[config.mk]
export PLATFORM = sky130hd
export DESIGN_NAME = lfu_block_cache_directory_core
export DESIGN_NICKNAME = d
export VERILOG_FILES = /design/src/rtl/lbcd_pkg.sv /design/src/rtl/lbcd_ctrl.sv /design/src/rtl/lbcd_datapath.sv /design/src/rtl/lfu_block_cache_directory_core.sv
export SDC_FILE = /design/constraint.sdc
export NUM_CORES = 2
export LEC_CHECK = 0
export ABC_AREA = 0
export BUFFER_PORTS_ARGS = -buffer_cell sky130_fd_sc_hd__buf_2
export CAP_MARGIN = 10
export CORE_MARGIN = 4
export CORE_UTILIZATION = 45
export DETAILED_ROUTE_END_ITERATION = 10
export PLACE_DENSITY = 0.67
export RECOVER_POWER = 25
export SLEW_MARGIN = 20
export SYNTH_ARGS = -nofsm -noshare
export SYNTH_HDL_FRONTEND = slang
export SYNTH_SLANG_ARGS = --single-unit
[constraint.sdc]
create_clock -name clk -period 28.5 [get_ports clk]
set_input_delay 2.85 -clock clk [delete_from_list [all_inputs] [get_ports clk]]
set_output_delay 2.85 -clock clk [all_outputs]
set_load 0.1 [all_outputs]
[src/rtl/lbcd_pkg.sv]
// ----------------------------------------------------------------------------
// lbcd_pkg
// Sizes, controller/datapath interface types and helpers of the LFU directory.
// ----------------------------------------------------------------------------
package lbcd_pkg;

	localparam int SLOTS  = 16;
	localparam int IDX_W  = (SLOTS > 1) ? $clog2(SLOTS) : 1;
	localparam int OCC_W  = $clog2(SLOTS + 1);
	localparam int FILE_W = 16;
	localparam int BLK_W  = 24;
	localparam int CNT_W  = 32;
	localparam int CAP_W  = 5;
	localparam int SLOT_W = 4;
	localparam int CMP_W  = (OCC_W > CAP_W) ? OCC_W : CAP_W;
	localparam int SEL_W  = (IDX_W > SLOT_W) ? IDX_W : SLOT_W;

	localparam logic [CAP_W-1:0] CAP_RESET = CAP_W'(16);

	typedef struct packed {
		logic load_req;
		logic upd_hit;
		logic ins_free;
		logic scan_init;
		logic scan_step;
		logic ins_evict;
	} lbcd_cmd_t;

	typedef struct packed {
		logic hit;
		logic need_evict;
		logic scan_last;
	} lbcd_sts_t;

	function automatic logic [CNT_W-1:0] sat_inc(input logic [CNT_W-1:0] c);
		return (c == {CNT_W{1'b1}}) ? c : c + CNT_W'(1);
	endfunction

endpackage

[src/rtl/lbcd_ctrl.sv]
// ----------------------------------------------------------------------------
// lbcd_ctrl
// Request sequencer: lookup, optional victim scan, eviction and insert.
// ----------------------------------------------------------------------------
module lbcd_ctrl import lbcd_pkg::*; (
	input  logic      clk,
	input  logic      arst_n,
	input  logic      start,
	input  lbcd_sts_t sts,
	output logic      busy,
	output lbcd_cmd_t cmd
);

	localparam logic [1:0] ST_IDLE  = 2'd0;
	localparam logic [1:0] ST_LOOK  = 2'd1;
	localparam logic [1:0] ST_SCAN  = 2'd2;
	localparam logic [1:0] ST_EVICT = 2'd3;

	logic [1:0] state_q;
	logic [1:0] state_d;

	always_comb begin
		state_d = state_q;
		cmd     = '0;
		case (state_q)
			ST_IDLE: begin
				if (start) begin
					cmd.load_req = 1'b1;
					state_d      = ST_LOOK;
				end
			end
			ST_LOOK: begin
				if (sts.hit) begin
					cmd.upd_hit = 1'b1;
					state_d     = ST_IDLE;
				end else if (sts.need_evict) begin
					cmd.scan_init = 1'b1;
					state_d       = ST_SCAN;
				end else begin
					cmd.ins_free = 1'b1;
					state_d      = ST_IDLE;
				end
			end
			ST_SCAN: begin
				cmd.scan_step = 1'b1;
				if (sts.scan_last) begin
					state_d = ST_EVICT;
				end
			end
			ST_EVICT: begin
				cmd.ins_evict = 1'b1;
				state_d       = ST_IDLE;
			end
			default: begin
				state_d = ST_IDLE;
			end
		endcase
	end

	always_ff @(posedge clk or negedge arst_n) begin
		if (!arst_n) begin
			state_q <= ST_IDLE;
		end else begin
			state_q <= state_d;
		end
	end

	assign busy = (state_q != ST_IDLE);

endmodule

[src/rtl/lbcd_datapath.sv]
// ----------------------------------------------------------------------------
// lbcd_datapath
// Directory entries, tag match, occupancy, serial minimum-count scan and
// result register.
// ----------------------------------------------------------------------------
module lbcd_datapath import lbcd_pkg::*; (
	input  logic              clk,
	input  logic              arst_n,
	input  lbcd_cmd_t         cmd,
	output lbcd_sts_t         sts,
	input  logic [FILE_W-1:0] file_id,
	input  logic [BLK_W-1:0]  block_number,
	input  logic              cfg_we,
	input  logic [CAP_W-1:0]  cfg_wdata,
	output logic              done,
	output logic              hit,
	output logic [SLOT_W-1:0] slot,
	output logic              evicted,
	output logic [FILE_W-1:0] evicted_file_id,
	output logic [BLK_W-1:0]  evicted_block_number,
	output logic [CNT_W-1:0]  use_count
);

	function automatic logic [IDX_W-1:0] first_zero(input logic [SLOTS-1:0] v);
		logic [IDX_W-1:0] r;
		r = '0;
		for (int i = SLOTS - 1; i >= 0; i--) begin
			if (!v[i]) r = IDX_W'(i);
		end
		return r;
	endfunction

	function automatic logic [SLOT_W-1:0] to_slot(input logic [IDX_W-1:0] idx);
		logic [SEL_W-1:0] w;
		w = SEL_W'(idx);
		return w[SLOT_W-1:0];
	endfunction

	logic [FILE_W-1:0] req_file_q;
	logic [BLK_W-1:0]  req_blk_q;
	logic [CAP_W-1:0]  cap_q;
	logic [SLOTS-1:0]  valid_q;
	logic [OCC_W-1:0]  occ_q;
	logic [FILE_W-1:0] file_q [SLOTS];
	logic [BLK_W-1:0]  blk_q  [SLOTS];
	logic [CNT_W-1:0]  cnt_q  [SLOTS];

	logic [IDX_W-1:0]  scan_idx_q;
	logic              have_q;
	logic [IDX_W-1:0]  best_idx_q;
	logic [CNT_W-1:0]  best_cnt_q;
	logic [FILE_W-1:0] best_file_q;
	logic [BLK_W-1:0]  best_blk_q;

	logic              done_q;
	logic              hit_q;
	logic [SLOT_W-1:0] slot_q;
	logic              evicted_q;
	logic [FILE_W-1:0] ev_file_q;
	logic [BLK_W-1:0]  ev_blk_q;
	logic [CNT_W-1:0]  use_q;

	logic [SLOTS-1:0]  match;
	logic              hit_any;
	logic [IDX_W-1:0]  hit_idx;
	logic [IDX_W-1:0]  free_idx;
	logic [SLOTS-1:0]  ev_mask;
	logic [IDX_W-1:0]  ev_free;
	logic [SLOTS-1:0]  valid_ev;
	logic [IDX_W-1:0]  wr_idx;
	logic [CMP_W-1:0]  cap_ext;
	logic [CMP_W-1:0]  eff_cap;
	logic [CMP_W-1:0]  occ_ext;
	logic [IDX_W-1:0]  rd_idx;
	logic [CNT_W-1:0]  rd_cnt;
	logic [CNT_W-1:0]  inc_cnt;
	logic              better;

	always_comb begin
		for (int i = 0; i < SLOTS; i++) begin
			match[i] = valid_q[i] && (file_q[i] == req_file_q) && (blk_q[i] == req_blk_q);
		end
	end

	always_comb begin
		hit_idx = '0;
		for (int i = SLOTS - 1; i >= 0; i--) begin
			if (match[i]) hit_idx = IDX_W'(i);
		end
	end

	assign hit_any  = |match;
	assign free_idx = first_zero(valid_q);
	assign ev_mask  = valid_q & ~(SLOTS'(1) << best_idx_q);
	assign ev_free  = first_zero(ev_mask);
	assign valid_ev = ev_mask | (SLOTS'(1) << ev_free);
	assign wr_idx   = cmd.ins_evict ? ev_free : free_idx;

	always_comb begin
		cap_ext = CMP_W'(cap_q);
		occ_ext = CMP_W'(occ_q);
		if (cap_ext == '0) begin
			eff_cap = CMP_W'(1);
		end else if (cap_ext > CMP_W'(SLOTS)) begin
			eff_cap = CMP_W'(SLOTS);
		end else begin
			eff_cap = cap_ext;
		end
	end

	assign rd_idx  = cmd.scan_step ? scan_idx_q : hit_idx;
	assign rd_cnt  = cnt_q[rd_idx];
	assign inc_cnt = sat_inc(rd_cnt);
	assign better  = valid_q[scan_idx_q] && (!have_q || (rd_cnt < best_cnt_q));

	assign sts.hit        = hit_any;
	assign sts.need_evict = !hit_any && (occ_ext >= eff_cap);
	assign sts.scan_last  = (scan_idx_q == IDX_W'(SLOTS - 1));

	always_ff @(posedge clk or negedge arst_n) begin
		if (!arst_n) begin
			cap_q <= CAP_RESET;
		end else if (cfg_we) begin
			cap_q <= cfg_wdata;
		end
	end

	always_ff @(posedge clk) begin
		if (cmd.load_req) begin
			req_file_q <= file_id;
			req_blk_q  <= block_number;
		end
	end

	always_ff @(posedge clk or negedge arst_n) begin
		if (!arst_n) begin
			valid_q <= '0;
			occ_q   <= '0;
		end else if (cmd.ins_free) begin
			valid_q[free_idx] <= 1'b1;
			occ_q             <= occ_q + OCC_W'(1);
		end else if (cmd.ins_evict) begin
			valid_q <= valid_ev;
		end
	end

	always_ff @(posedge clk) begin
		if (cmd.ins_free || cmd.ins_evict) begin
			file_q[wr_idx] <= req_file_q;
			blk_q[wr_idx]  <= req_blk_q;
			cnt_q[wr_idx]  <= CNT_W'(1);
		end else if (cmd.upd_hit) begin
			cnt_q[hit_idx] <= inc_cnt;
		end
	end

	always_ff @(posedge clk or negedge arst_n) begin
		if (!arst_n) begin
			scan_idx_q <= '0;
			have_q     <= 1'b0;
		end else if (cmd.scan_init) begin
			scan_idx_q <= '0;
			have_q     <= 1'b0;
		end else if (cmd.scan_step) begin
			scan_idx_q <= scan_idx_q + IDX_W'(1);
			if (better) have_q <= 1'b1;
		end
	end

	always_ff @(posedge clk) begin
		if (cmd.scan_step && better) begin
			best_idx_q  <= scan_idx_q;
			best_cnt_q  <= rd_cnt;
			best_file_q <= file_q[scan_idx_q];
			best_blk_q  <= blk_q[scan_idx_q];
		end
	end

	always_ff @(posedge clk or negedge arst_n) begin
		if (!arst_n) begin
			done_q <= 1'b0;
		end else begin
			done_q <= cmd.upd_hit || cmd.ins_free || cmd.ins_evict;
		end
	end

	always_ff @(posedge clk) begin
		if (cmd.upd_hit) begin
			hit_q     <= 1'b1;
			slot_q    <= to_slot(hit_idx);
			evicted_q <= 1'b0;
			ev_file_q <= '0;
			ev_blk_q  <= '0;
			use_q     <= inc_cnt;
		end else if (cmd.ins_free) begin
			hit_q     <= 1'b0;
			slot_q    <= to_slot(free_idx);
			evicted_q <= 1'b0;
			ev_file_q <= '0;
			ev_blk_q  <= '0;
			use_q     <= CNT_W'(1);
		end else if (cmd.ins_evict) begin
			hit_q     <= 1'b0;
			slot_q    <= to_slot(ev_free);
			evicted_q <= have_q;
			ev_file_q <= have_q ? best_file_q : '0;
			ev_blk_q  <= have_q ? best_blk_q : '0;
			use_q     <= CNT_W'(1);
		end
	end

	assign done                 = done_q;
	assign hit                  = hit_q;
	assign slot                 = slot_q;
	assign evicted              = evicted_q;
	assign evicted_file_id      = ev_file_q;
	assign evicted_block_number = ev_blk_q;
	assign use_count            = use_q;

endmodule

[src/rtl/lfu_block_cache_directory_core.sv]
// ----------------------------------------------------------------------------
// lfu_block_cache_directory_core
// Tag directory of a fully associative block cache with LFU replacement.
//
//   channel   handshake          payload
//   request   start / busy       file_id, block_number
//   result    done (one cycle)   hit, slot, evicted, evicted_file_id,
//                                evicted_block_number, use_count
//   config    cfg_we             cfg_wdata (capacity_in_use)
//
// A hit or a miss with a free slot goes through the lookup state, which registers
// done; busy is already low while done is shown, so a new request can be taken.
// A miss at capacity runs a serial minimum-count scan, one slot per cycle,
// over all SLOTS slots, then evicts and inserts before done rises.
// Reset empties the directory and sets the capacity to 16.
// Results cannot be stalled.
// ----------------------------------------------------------------------------
module lfu_block_cache_directory_core import lbcd_pkg::*; (
	input  logic              clk,
	input  logic              arst_n,
	input  logic              start,
	output logic              busy,
	input  logic [FILE_W-1:0] file_id,
	input  logic [BLK_W-1:0]  block_number,
	input  logic              cfg_we,
	input  logic [CAP_W-1:0]  cfg_wdata,
	output logic              done,
	output logic              hit,
	output logic [SLOT_W-1:0] slot,
	output logic              evicted,
	output logic [FILE_W-1:0] evicted_file_id,
	output logic [BLK_W-1:0]  evicted_block_number,
	output logic [CNT_W-1:0]  use_count
);

	lbcd_cmd_t cmd;
	lbcd_sts_t sts;

	lbcd_ctrl u_ctrl (
		.clk    (clk),
		.arst_n (arst_n),
		.start  (start),
		.sts    (sts),
		.busy   (busy),
		.cmd    (cmd)
	);

	lbcd_datapath u_dp (
		.clk                  (clk),
		.arst_n               (arst_n),
		.cmd                  (cmd),
		.sts                  (sts),
		.file_id              (file_id),
		.block_number         (block_number),
		.cfg_we               (cfg_we),
		.cfg_wdata            (cfg_wdata),
		.done                 (done),
		.hit                  (hit),
		.slot                 (slot),
		.evicted              (evicted),
		.evicted_file_id      (evicted_file_id),
		.evicted_block_number (evicted_block_number),
		.use_count            (use_count)
	);

endmodule

==> impl_metrics.sql <==
INSERT INTO impl_metrics (metric_group, metric, value, unit) VALUES
('clock_tree', 'cts_tree', 'yes', ''),
('status', 'failing_checks', 'capacitance limit, slew limit', ''),
('synthesis', 'synthCells', '4551', ''),
('synthesis', 'yosysSeqAreaShare', '62.2', '%'),
('power_and_ir_drop', 'sw_frac_of_total', '38.5', '%'),
('global_route', 'grt_antenna_before_repair', '22', ''),
('worst_setup_path', 'worst_ep_required_time', '28920', 'ps'),
('die', 'design.die.area', '152000', 'sq um'),
('power_and_ir_drop', 'combPwrFrac', '34.3', '%'),
('clock_tree', 'numCtsBuffers', '152', ''),
('final_layout', 'finalNetCount', '4816', ''),
('die', 'initial_utilization', '45.5', '%'),
('place', 'io_buffers', '128', ''),
('global_route', 'vias_in_the_first_global_route', '42351', ''),
('worst_setup_path', 'critical_path_peak_fanout', '59', ''),
('route', 'postRouteWirelength', '249000', 'um'),
('global_route', 'global_route_wire_length_before_repair', '342000', 'um'),
('sta', 'fin_setup_tns', '0', 'ps'),
('final_layout', 'most_common_cell_after_layout_fill_and_taps_aside', 'sky130_fd_sc_hd__edfxtp_1', ''),
('sta', 'clock_skew', '43.1', 'ps'),
('final_layout', 'post_route_cells_drive_above_1_share', '16.5', '%'),
('sta', 'timing_hold_violations_final', '0', ''),
('worst_setup_path', 'arrival_worst_endpoint', '11740', 'ps'),
('clock_tree', 'cts-resized-gates', '0', ''),
('synthesis', 'yosys.area.top_type', 'sky130_fd_sc_hd__edfxtp_1', ''),
('hold_path', 'timing.hold.worst.class', 'reg2reg', ''),
('global_route', 'pin_count_of_the_biggest_net_entering_global_routing', '121', ''),
('synthesis', 'synth_area_leaders', 'sky130_fd_sc_hd__edfxtp_1 60%, sky130_fd_sc_hd__xnor2_1 8.0%, sky130_fd_sc_hd__mux4_2 7.5%, sky130_fd_sc_hd__nand4_1 2.7%, sky130_fd_sc_hd__nand2_1 1.4%', ''),
('power_and_ir_drop', 'power_density', '97.2', 'nW/um^2'),
('worst_setup_path', 'crit_path_start_kind', 'flop', ''),
('clock_tree', 'postCtsSetupRepairBufs', '0', ''),
('synthesis', 'ys_async_sr_fraction', '2.46', '%'),
('synthesis', 'post-synth-top-area-fraction', '59.6', '%'),
('sta', 'setup_viol', '0', ''),
('worst_setup_path', 'critical_path.endpoint_type', 'flop', ''),
('clock_tree', 'cts_max_level', '4', ''),
('route', 'drt_pre_antenna_iters', '6', ''),
('synthesis', 'syn_nets', '4639', ''),
('clock_tree', 'clock_tree.buffer_depth', '3', ''),
('route', 'drt_first_iter_violations', '6737', ''),
('sta', 'max_slew_margin', '-510', '%'),
('global_route', 'globalRouteOverflowTotal', '0', ''),
('clock_tree', 'cts_hold_buf', '0', ''),
('synthesis', 'ys.warnings.count', '0', ''),
('status', 'status', 'complete, but fails checks', ''),
('synthesis', 'synth.avg_cell_area', '14.4', 'sq um'),
('clock_tree', 'worst_skew_pair.late_latency', '820', 'ps'),
('power_and_ir_drop', 'seq_power_share', '38.0', '%'),
('die', 'die_height', '390', 'um'),
('final_layout', 'final_cell_mix', '1304 x sky130_fd_sc_hd__edfxtp_1, 598 x sky130_fd_sc_hd__xnor2_1, 286 x sky130_fd_sc_hd__nand4_1', ''),
('power_and_ir_drop', 'clockPowerShare', '27.7', '%'),
('synthesis', 'ys_seq_elements', '1380', ''),
('sta', 'drv_slew', '1599', ''),
('final_layout', 'syn_to_final_growth', '12.3', '%'),
('sta', 'max_freq', '88.4', 'MHz'),
('clock_tree', 'cts.clk_slew.worst_paths', '60', 'ps'),
('clock_tree', 'clock-root-buffer', 'sky130_fd_sc_hd__clkbuf_16', ''),
('sta', 'tightest_slew', '9150', 'ps'),
('route', 'route.detailed.wl_per_inst', '36.8', 'um'),
('place', 'placement_cell_area', '68900', 'sq um'),
('synthesis', 'synth_ff_type', 'sky130_fd_sc_hd__edfxtp_1', ''),
('run', 'cap_violations', '45', ''),
('power_and_ir_drop', 'netSwitchingPower', '2.76', 'mW'),
('route', 'routed_via_density', '6.61', ''),
('synthesis', 'post_synth_instance_area', '65700', 'sq um'),
('die', 'num_io_pins', '129', ''),
('sta', 'fin_crit_sh', '39.7', '%'),
('power_and_ir_drop', 'vdd_drop_max', '0.121', 'mV'),
('place', 'hpwl', '175000', 'um'),
('global_route', 'track_usage', '32.2', '%'),
('synthesis', 'yosys.cell_types.count', '99', '');
[power by group through the flow]
stage / Combinational [mW] / Clock (mW) / Sequential, mW
2_1_floorplan: 1.19 / 0 / 3.00
3_3_place_gp: 2.34 / 0 / 2.74
3_5_place_dp: 2.34 / 0 / 2.75
4_1_cts: 2.35 / 2.00 / 2.71
5_1_grt: 2.53 / 2.09 / 2.74
6_report: 2.46 / 1.98 / 2.72
[stage by stage]
step / hold slack, ps / total power, mW / worst slack, ps / cells / utilization, %
after floorplan: 423 / 4.19 / 19470 / 4551 / -
after global placement: 438 / 5.08 / 18950 / 6476 / 47.7
after detailed placement: 440 / 5.09 / 18820 / 6476 / 47.7
after CTS: 452 / 7.06 / 18720 / 6756 / 51.2
after global routing: 480 / 7.36 / 16890 / 6757 / 51.1
final: 454 / 7.17 / 17190 / 6766 / 51.1
[sequential cells by signal (all words and copies together) (netlist names), 4 cells and up, named ones only]
| name | cells |
|---|---|
| u_dp.use_count | 32 |
| u_dp.req_blk_q | 24 |
| u_dp.best_blk_q | 24 |
| u_dp.req_file_q | 16 |
| u_dp.file_q | 256 |
| u_dp.slot | 4 |
| u_dp.scan_idx_q | 4 |
| u_dp.occ_ext | 5 |
| u_dp.cap_ext | 5 |
| u_dp.evicted_block_number | 24 |
| u_dp.evicted_file_id | 16 |
| u_dp.cnt_q | 512 |
| u_dp.best_cnt_q | 32 |
| u_dp.valid_q | 16 |
| u_dp.best_file_q | 16 |
| u_dp.best_idx_q | 4 |
| u_dp.blk_q | 384 |
[cell type report]
| class | count | area [sq um] |
|---|---|---|
| repair buffers | 269 | 1530 |
| inverters | 118 | 443 |
| fillers | 12084 | 70600 |
| multi-input cells | 2807 | 23500 |
| flip-flops and latches | 1380 | 40900 |
| well taps | 1903 | 2380 |
| clock inverters | 93 | 1050 |
| clock buffers | 187 | 3970 |
| diodes | 9 | 22.5 |
[routing by layer]
metal  global-route usage [%]  vias to the layer above  wire length, um
li1                         -                    18149                -
met1                     45.0                    22983            97600
met2                     47.6                     3037           108000
met3                     9.29                      525            30700
met4                     12.9                        6            12000
met5                        0                        -               47
[worst paths after layout]
kind,startpoint,cells after the start,to,slack (ps)
max,u_dp.req_blk_q[9]$_DFFE_PP_,24,u_dp.best_blk_q[8]$_DFFE_PP_,17190
min,u_dp.best_blk_q[17]$_DFFE_PP_,1,u_dp.evicted_block_number[17]$_SDFFE_PP0P_,450
max reg2reg,u_dp.req_blk_q[9]$_DFFE_PP_,24,u_dp.best_blk_q[8]$_DFFE_PP_,17190
min reg2reg,u_dp.best_blk_q[17]$_DFFE_PP_,1,u_dp.evicted_block_number[17]$_SDFFE_PP0P_,450
max in group asynchronous,arst_n,1,u_dp.scan_idx_q[1]$_DFFE_PN0P_,24430
min in group asynchronous,arst_n,1,u_dp.valid_q[7]$_DFFE_PN0P_,2620
[cell families after synthesis]
logic type	count (synthesis)	synth area share, %
fa+ha+maj	39	0.743
simple gates	1201	9.76
mux	387	10.2
compound gates	543	6.00
buf+inv	364	2.57
flops	1380	62.2
xor+xnor	637	8.50
[critical path, cell delays in order, from the launching register on]
cell	delay (ps)
sky130_fd_sc_hd__edfxtp_1	320
sky130_fd_sc_hd__clkbuf_1	1880
sky130_fd_sc_hd__inv_1	780
sky130_fd_sc_hd__o2111ai_1	580
sky130_fd_sc_hd__nor3_1	130
sky130_fd_sc_hd__nand4_1	360
sky130_fd_sc_hd__a21bo_2	320
sky130_fd_sc_hd__a211o_2	480
sky130_fd_sc_hd__o21ai_4	390
sky130_fd_sc_hd__buf_4	720
sky130_fd_sc_hd__buf_4	740
sky130_fd_sc_hd__mux2_2	410
sky130_fd_sc_hd__a222oi_1	410
sky130_fd_sc_hd__a22oi_1	310
sky130_fd_sc_hd__ha_1	400
sky130_fd_sc_hd__a21oi_1	140
sky130_fd_sc_hd__nor2b_1	60
sky130_fd_sc_hd__o21ai_0	190
sky130_fd_sc_hd__nand2b_1	100
sky130_fd_sc_hd__a21oi_1	170
sky130_fd_sc_hd__nor2b_1	60
sky130_fd_sc_hd__o21ai_0	170
sky130_fd_sc_hd__a31oi_1	150
sky130_fd_sc_hd__nor2_4	520
sky130_fd_sc_hd__buf_4	870
[Yosys cell counts (all sizes together) (22+ instances only)]
master / instances
edfxtp: 1304
xnor2: 599
nand4: 287
nand2: 251
mux4: 220
nor2: 189
buf: 143
inv: 118
clkbuf: 103
a21oi: 99
mux2i: 92
nand3: 92
nand2b: 91
o21ai: 89
mux2: 75
nor4: 73
nor3: 72
a211oi: 64
a22o: 45
dfxtp: 42
ha: 39
xor2: 38
dfrtp: 33
and2: 23
a22oi: 22
(Power assumes the default switching activity.)
